===== src/hw/rtl/mvm_pkg.sv =====
// Shared constants, payload types and controller/datapath interface types.
`default_nettype none

package mvm_pkg;

  localparam int MAX_DIM    = 16;
  localparam int DATA_WIDTH = 16;
  localparam int IDX_W      = 4;
  localparam int DIM_W      = 5;
  localparam int SUM_W      = 36;
  localparam int PROD_W     = 2 * DATA_WIDTH;
  localparam int ADDR_W     = 2 * IDX_W;
  localparam int MEM_DEPTH  = MAX_DIM * MAX_DIM;
  localparam int CFG_IDX_W  = 2;
  localparam int CFG_DATA_W = 5;

  localparam logic [1:0] CMD_MAT_WR  = 2'd0;
  localparam logic [1:0] CMD_VEC_WR  = 2'd1;
  localparam logic [1:0] CMD_COMPUTE = 2'd2;

  localparam logic [CFG_IDX_W-1:0] CFG_ROW_COUNT = 2'd0;
  localparam logic [CFG_IDX_W-1:0] CFG_COL_COUNT = 2'd1;
  localparam logic [CFG_IDX_W-1:0] CFG_TRANSPOSE = 2'd2;

  typedef struct packed {
    logic [1:0]                   cmd;
    logic [IDX_W-1:0]             row;
    logic [IDX_W-1:0]             col;
    logic signed [DATA_WIDTH-1:0] value;
  } in_req_t;

  typedef struct packed {
    logic [IDX_W-1:0]        index;
    logic signed [SUM_W-1:0] sum;
    logic                    last;
  } out_rsp_t;

  typedef struct packed {
    logic              mat_we;
    logic              vec_we;
    logic              issue;
    logic              first;
    logic              elem_last;
    logic              out_last;
    logic [IDX_W-1:0]  out_idx;
    logic [ADDR_W-1:0] a_addr;
    logic [IDX_W-1:0]  x_addr;
  } dp_cmd_t;

  typedef struct packed {
    logic adv;
    logic pipe_busy;
  } dp_stat_t;

endpackage

`default_nettype wire


===== src/hw/rtl/mvm_ctrl.sv =====
// Controller: configuration registers, load decode and multiply-accumulate sequencer.
`default_nettype none

module mvm_ctrl
  import mvm_pkg::*;
(
  input  wire logic                  clk,
  input  wire logic                  rst_n,
  input  wire logic                  cfg_we,
  input  wire logic [CFG_IDX_W-1:0]  cfg_index,
  input  wire logic [CFG_DATA_W-1:0] cfg_wdata,
  input  wire logic                  in_valid,
  output logic                       in_ready,
  input  wire in_req_t               in_req,
  input  wire dp_stat_t              stat,
  output dp_cmd_t                    cmd
);

  typedef enum logic [2:0] {
    S_IDLE  = 3'b001,
    S_RUN   = 3'b010,
    S_DRAIN = 3'b100
  } state_t;

  state_t           state_r, state_nxt;
  logic [DIM_W-1:0] row_count_r, col_count_r;
  logic             transpose_r;
  logic             tmode_r, tmode_nxt;
  logic [IDX_W-1:0] i_r, i_nxt, j_r, j_nxt;
  logic [IDX_W-1:0] lim_out_r, lim_out_nxt, lim_in_r, lim_in_nxt;
  logic [IDX_W-1:0] lim_rows, lim_cols;
  logic             accept;

  function automatic logic [IDX_W-1:0] dim_limit(input logic [DIM_W-1:0] d);
    logic [DIM_W-1:0] n;
    begin
      if (d == '0) begin
        n = DIM_W'(1);
      end else if (d > DIM_W'(MAX_DIM)) begin
        n = DIM_W'(MAX_DIM);
      end else begin
        n = d;
      end
      dim_limit = IDX_W'(n - DIM_W'(1));
    end
  endfunction

  always_ff @(posedge clk) begin
    if (!rst_n) begin
      row_count_r <= DIM_W'(MAX_DIM);
      col_count_r <= DIM_W'(MAX_DIM);
      transpose_r <= 1'b0;
    end else if (cfg_we) begin
      unique case (cfg_index)
        CFG_ROW_COUNT: row_count_r <= cfg_wdata;
        CFG_COL_COUNT: col_count_r <= cfg_wdata;
        CFG_TRANSPOSE: transpose_r <= cfg_wdata[0];
        default: ;
      endcase
    end
  end

  assign in_ready = (state_r == S_IDLE);
  assign accept   = in_valid && in_ready;
  assign lim_rows = dim_limit(row_count_r);
  assign lim_cols = dim_limit(col_count_r);

  always_comb begin
    state_nxt   = state_r;
    i_nxt       = i_r;
    j_nxt       = j_r;
    lim_out_nxt = lim_out_r;
    lim_in_nxt  = lim_in_r;
    tmode_nxt   = tmode_r;
    cmd         = '0;
    cmd.first     = (j_r == '0);
    cmd.elem_last = (j_r == lim_in_r);
    cmd.out_last  = (i_r == lim_out_r);
    cmd.out_idx   = i_r;
    cmd.x_addr    = j_r;
    cmd.a_addr    = tmode_r ? {j_r, i_r} : {i_r, j_r};
    unique case (state_r)
      S_IDLE: begin
        cmd.a_addr = {in_req.row, in_req.col};
        cmd.x_addr = in_req.col;
        if (accept) begin
          unique case (in_req.cmd)
            CMD_MAT_WR: cmd.mat_we = 1'b1;
            CMD_VEC_WR: cmd.vec_we = 1'b1;
            CMD_COMPUTE: begin
              tmode_nxt   = transpose_r;
              lim_out_nxt = transpose_r ? lim_cols : lim_rows;
              lim_in_nxt  = transpose_r ? lim_rows : lim_cols;
              i_nxt       = '0;
              j_nxt       = '0;
              state_nxt   = S_RUN;
            end
            default: ;
          endcase
        end
      end
      S_RUN: begin
        if (stat.adv) begin
          cmd.issue = 1'b1;
          if (j_r == lim_in_r) begin
            j_nxt = '0;
            if (i_r == lim_out_r) begin
              state_nxt = S_DRAIN;
            end else begin
              i_nxt = i_r + IDX_W'(1);
            end
          end else begin
            j_nxt = j_r + IDX_W'(1);
          end
        end
      end
      S_DRAIN: begin
        if (!stat.pipe_busy) begin
          state_nxt = S_IDLE;
        end
      end
      default: state_nxt = S_IDLE;
    endcase
  end

  always_ff @(posedge clk) begin
    if (!rst_n) begin
      state_r <= S_IDLE;
    end else begin
      state_r <= state_nxt;
    end
  end

  always_ff @(posedge clk) begin
    i_r       <= i_nxt;
    j_r       <= j_nxt;
    lim_out_r <= lim_out_nxt;
    lim_in_r  <= lim_in_nxt;
    tmode_r   <= tmode_nxt;
  end

  a_j_in_range: assert property (@(posedge clk) disable iff (!rst_n)
    (state_r == S_RUN) |-> (j_r <= lim_in_r))
    else $error("inner index past limit");

  a_i_in_range: assert property (@(posedge clk) disable iff (!rst_n)
    (state_r == S_RUN) |-> (i_r <= lim_out_r))
    else $error("output index past limit");

  a_final_issue: assert property (@(posedge clk) disable iff (!rst_n)
    (cmd.issue && cmd.elem_last && cmd.out_last) |=> (state_r == S_DRAIN))
    else $error("sequencer missed end of run");

endmodule

`default_nettype wire


===== config.mk =====
export PLATFORM = sky130hd
export DESIGN_NAME = mvm_ctrl
export DESIGN_NICKNAME = d
export VERILOG_FILES = /design/src/hw/rtl/mvm_pkg.sv /design/src/hw/rtl/mvm_ctrl.sv
export SDC_FILE = /design/constraint.sdc
export NUM_CORES = 1
export LEC_CHECK = 0
export BUFFER_PORTS_ARGS = -buffer_cell sky130_fd_sc_hd__buf_4
export CAP_MARGIN = 15
export CORE_UTILIZATION = 38
export CTS_BUF_LIST = sky130_fd_sc_hd__clkbuf_8
export DETAILED_ROUTE_END_ITERATION = 8
export PLACE_DENSITY = 0.62
export SETUP_SLACK_MARGIN = 0.05
export SYNTH_ARGS = -nofsm -noshare
export SYNTH_HDL_FRONTEND = slang
export SYNTH_SLANG_ARGS = --single-unit
export TNS_END_PERCENT = 1

===== constraint.sdc =====
create_clock -name clk -period 6 [get_ports clk]
set_input_delay 0 -clock clk [delete_from_list [all_inputs] [get_ports clk]]
set_output_delay 0 -clock clk [all_outputs]
set_load 0.005 [all_outputs]

# --- Word level (Yosys, flattened, before mapping) ---
# Index checks and enable logic that the tools add are counted.
op_classes:
  magnitude_cmp: 2
  add_sub_neg: 4
  n_mux: 30
  reduce_logical: 14
  n_eq_ne: 16
ops:
  columns: ["cell", "n"]
  rows:
  - ["$mux 4", 13]
  - ["$mux 3", 6]
  - ["$pmux 4 s2", 2]
  - ["$mux 12", 1]
  - ["$reduce_and 6->1", 2]
  - ["$gt 5x5->1 const B", 2]
  - ["$logic_not 5->1", 2]
  - ["$ne 2x2->1 const B", 5]
  - ["$pmux 3 s3", 1]
  - ["$add 4x1->4 const B", 2]
  - ["$eq 4x4->1", 2]
  - ["$mux 8", 1]
  - ["$sub 4x1->4 const B", 2]
  - ["$reduce_and 2->1", 3]
  - ["$eq 2x1->1 const B", 2]
  - ["$eq 2x2->1 const B", 2]
  - ["$logic_not 2->1", 2]
  - ["$logic_not 4->1", 1]
  - ["$mux 1", 4]
  - ["$mux 2", 2]
  - ["$ne 2x1->1 const B", 2]
  - ["$reduce_and 4->1", 1]
  - ["$eq 3x1->1 const B", 1]
  - ["$eq 3x2->1 const B", 1]
  - ["other kinds (4)", 4]
word_totals:
  output_inout_bits: 23
  in_bits: 39
  reg_bits: 31

# --- Logic depth before layout (Yosys ltp) ---
logic_depth:
  ltp_word: 5
  mapped_depth: 7
  ltp_nobuf: 5

# --- Worst setup path before layout ---
# Ideal clock, no wire load.
synth_path:
  kind: "reg-to-reg"
  startpoint: "register state_r[1]"
  endpoint: "register i_r[0], enable pin"
  setup_time_ns: 0.308
  path_slack_ns: 4.127
  period_less_slack_ns: 1.873
  path_stages_with_launch: 6
  arrival_time_ns: 1.565
  cell_sequence: "dfxtp_1 nand2b_1 or2_1 buf_2 nor2_1 o21a_1"
synth_between:
  elab_chain_cells: 4
synth_rtl:
  columns: ["item", "line_no", "rtl"]
  rows:
  - ["from (decl)", "mvm_ctrl.sv:25", "state_t state_r, state_nxt;"]
  - ["from (signal assigned)", "mvm_ctrl.sv:130", "state_r <= state_nxt;"]
  - ["$eq 3x1->1", "mvm_ctrl.sv:63, mvm_ctrl.sv:82", null]
  - ["$logic_and 1x1->1", "mvm_ctrl.sv:64", "assign accept = in_valid && in_ready;"]
  - ["$ne 2x1->1 (no line)", null, null]
  - ["$reduce_and 6->1 (no line) (*)", null, null]
  - ["to (signal assigned)", "mvm_ctrl.sv:135", "i_r <= i_nxt;"]
  - ["to (decl)", "mvm_ctrl.sv:29", "logic [IDX_W-1:0] i_r, i_nxt, j_r, j_nxt;"]
# Every way passes the cells marked *; elsewhere a longest branch is shown, timed or not.
# A chain may end at the register's enable or synchronous reset.

# --- Final worst setup path ---
# Ends and elaborated chain as after synthesis.

==> run metrics <==
Final Power=0.5096 mW; final instance area=2365 sq um; clk slew on worst S/H paths=0.07 ns; Routed Antenna Nets=0; Avg WL per Cell=13.83 um; die footprint=5051 sq um; # nets final=269; Post-Route WL=3844 um; clock insertion delay at the later pin of the skew report=0.28 ns; IO Pins=62; Post-CTS Setup Repair Bufs=0; CP Launch Type=register; post-route insts no fill=278; Tmin final=2.146 ns; Worst Skew=0.006110 ns; post-DP HPWL=2988 um; Core Area=4474 sq um; max-slew violation count=0; failing checks=design-rule violations; worst-path fanout max=11; GPL Wtd Cong=0.8076; Die Y=71.07 um; DIE WIDTH=71.07 um; unrepaired setup endpoints after global routing=no; Total Routing Usage GR=0.1686; IR drop worst, VDD=0.1601 mV; library cells used by synthesis=37; Vias=1,403; Starting Density=0.4052; Hold Crit Class=in2reg; Critical Path End Type=register; critical path class=reg2reg; Initial DRC Count=45; layout filler cell count=418; antenna violations before repair=0; R2R Setup Slk=3.85 ns; Num CTS Buffers=5; Congestion Overflow GR=0; Worst EP arrival=2.12 ns; I/O Buffers=45; TNS Setup=0 ns; ys async rst share=0; vias per cell=5.047; setup violators final=0; # rows=24; max-cap viol count=0; mapped cell area=1813 sq um; global-route wire length before repair=6479 um; Most used DFF post-synth=edfxtp_1; Final period util=0.3577; Ant. Diodes=0; area of all sequential standard cells=790.8 sq um; Placement Cell Area=2177 sq um; post-route DRC violation count=12; CTS Sinks=31; Synth Register Bits=31; relative slew slack=0.4297; Pre-antenna DRT Iters=6; Root Driver=clkbuf_8; Pwr Density=215.5 nW/um^2; CP Data Required Time=5.98 ns; CTS H-Tree Depth=2; worst slew pin tran=0.8522 ns; dpl cells=263; Post-synth EDFFs=17; multi-input logic area=964.7 sq um; vias in the first global route=1,395; fin util=0.5285; outcome=finished with violations; synth warn=0; leak pwr=0.9841 nW; final hold violation count=0; Area Growth Syn to Fin=30.43%; largest net degree at the start of global routing=21; average size of a mapped cell=10.42 sq um; Mapped Cells=174; Achievable Freq=466.0 MHz; Syn Nets=218; share of layout cells above drive strength 1=0.2743; sequential-to-total area share from yosys stat=0.4362; CTS tree=done; CTS Buffer Depth=2
[through the flow]
stage	hold slack, ns	setup slack, ns
2_1_floorplan	0.03336	4.127
3_5_place_dp	0.2333	3.863
3_3_place_gp	0.2289	3.890
5_1_grt	0.1262	3.679
4_1_cts	0.1121	3.846
6_report	0.1169	3.854
[per-layer routing]
layer | global-route usage | part of all wire | up-vias
met1 | 0.1955 | 0.42 | 649
met3 | 0.05556 | 0.057 | 6
li1 | - | - | 713
met5 | 0 | 0 | -
met4 | 0.04667 | 0.013 | 0
met2 | 0.2981 | 0.51 | 35
[sequential cells by signal, summed over array words and instances (netlist names)]
| register | flops |
|---|---|
| col_count_r | 5 |
| transpose_r | 1 |
| row_count_r | 5 |
| lim_in_r | 4 |
| state_r | 3 |
| i_r | 4 |
| tmode_r | 1 |
| j_r | 4 |
| lim_out_r | 4 |
[worst paths after layout]
path                                from                           to  depth (start not counted)
max              state_r[1]$_SDFFE_PN0P_         i_r[0]$_SDFFCE_PP0P_                          4
min                              stat[1]      state_r[1]$_SDFFE_PN0P_                          3
max reg2reg      state_r[1]$_SDFFE_PN0P_         i_r[0]$_SDFFCE_PP0P_                          4
min reg2reg  row_count_r[2]$_SDFFE_PN0P_  row_count_r[2]$_SDFFE_PN0P_                          2
[power by group]
part           total (mW)  switching [mW]  leakage (nW)  internal [mW]
Sequential          0.236         0.00728         0.261          0.229
Clock               0.209          0.0749        0.0612          0.134
Combinational      0.0641          0.0265         0.662         0.0376
[cell usage after synthesis, types with 3 or more instances]
| library cell | n | area [sq um] |
|---|---|---|
| o21ai_0 | 12 | 60.06 |
| mux2i_1 | 25 | 250.2 |
| edfxtp_1 | 17 | 510.5 |
| nor3_1 | 3 | 15.01 |
| mux2_2 | 3 | 33.78 |
| nor2b_1 | 12 | 75.07 |
| nor2_1 | 9 | 33.78 |
| xnor2_1 | 4 | 35.03 |
| inv_1 | 4 | 15.01 |
| dfxtp_1 | 14 | 280.3 |
| nand2_1 | 16 | 60.06 |
| nand2b_1 | 4 | 25.02 |
| ha_1 | 5 | 62.56 |
| buf_2 | 4 | 20.02 |
| xor2_1 | 10 | 87.58 |
| nand3b_1 | 3 | 22.52 |
[final cells by class]
cell class / instances / area share
Sequential cell: 31 / 0.3344
Clock inverter: 2 / 0.01481
Tap cell: 52 / 0.02751
Multi-Input combinational cell: 130 / 0.4079
Inverter: 5 / 0.007937
Timing Repair Buffer: 52 / 0.1725
Clock buffer: 6 / 0.03492
[worst max-delay path, cell delays in order, from the launching register on]
cell	delay, ns
dfxtp_1	0.34
nand2b_1	0.15
or2_1	0.30
nor2_1	0.69
o21a_1	0.36
[cells by family after synthesis]
| group | after synthesis | synth area share |
|---|---|---|
| muxes | 28 | 0.1567 |
| AOI/OAI and AO/OA | 20 | 0.06350 |
| buffers and inverters | 13 | 0.03174 |
| xor gates and xnor gates | 14 | 0.06763 |
| adders and majority gates | 5 | 0.03451 |
| DFF | 31 | 0.4362 |
| and+or+nand+nor | 63 | 0.2098 |
[layout by cell type (no fill, tap or decap), drive strengths merged, types with 7 or more instances in the layout]
master,n
dlygate4sd3,7
xor2,10
mux2i,25
nand2,16
buf,45
dfxtp,14
edfxtp,17
o21ai,12
nor2b,12
nor2,9
[what timing repair did]
action                    in CTS  in global routing
hold buffers                   7                  0
hold endpoints to repair       8                  0
resized for setup              0                  0
Power figures use the tool's default switching activity.
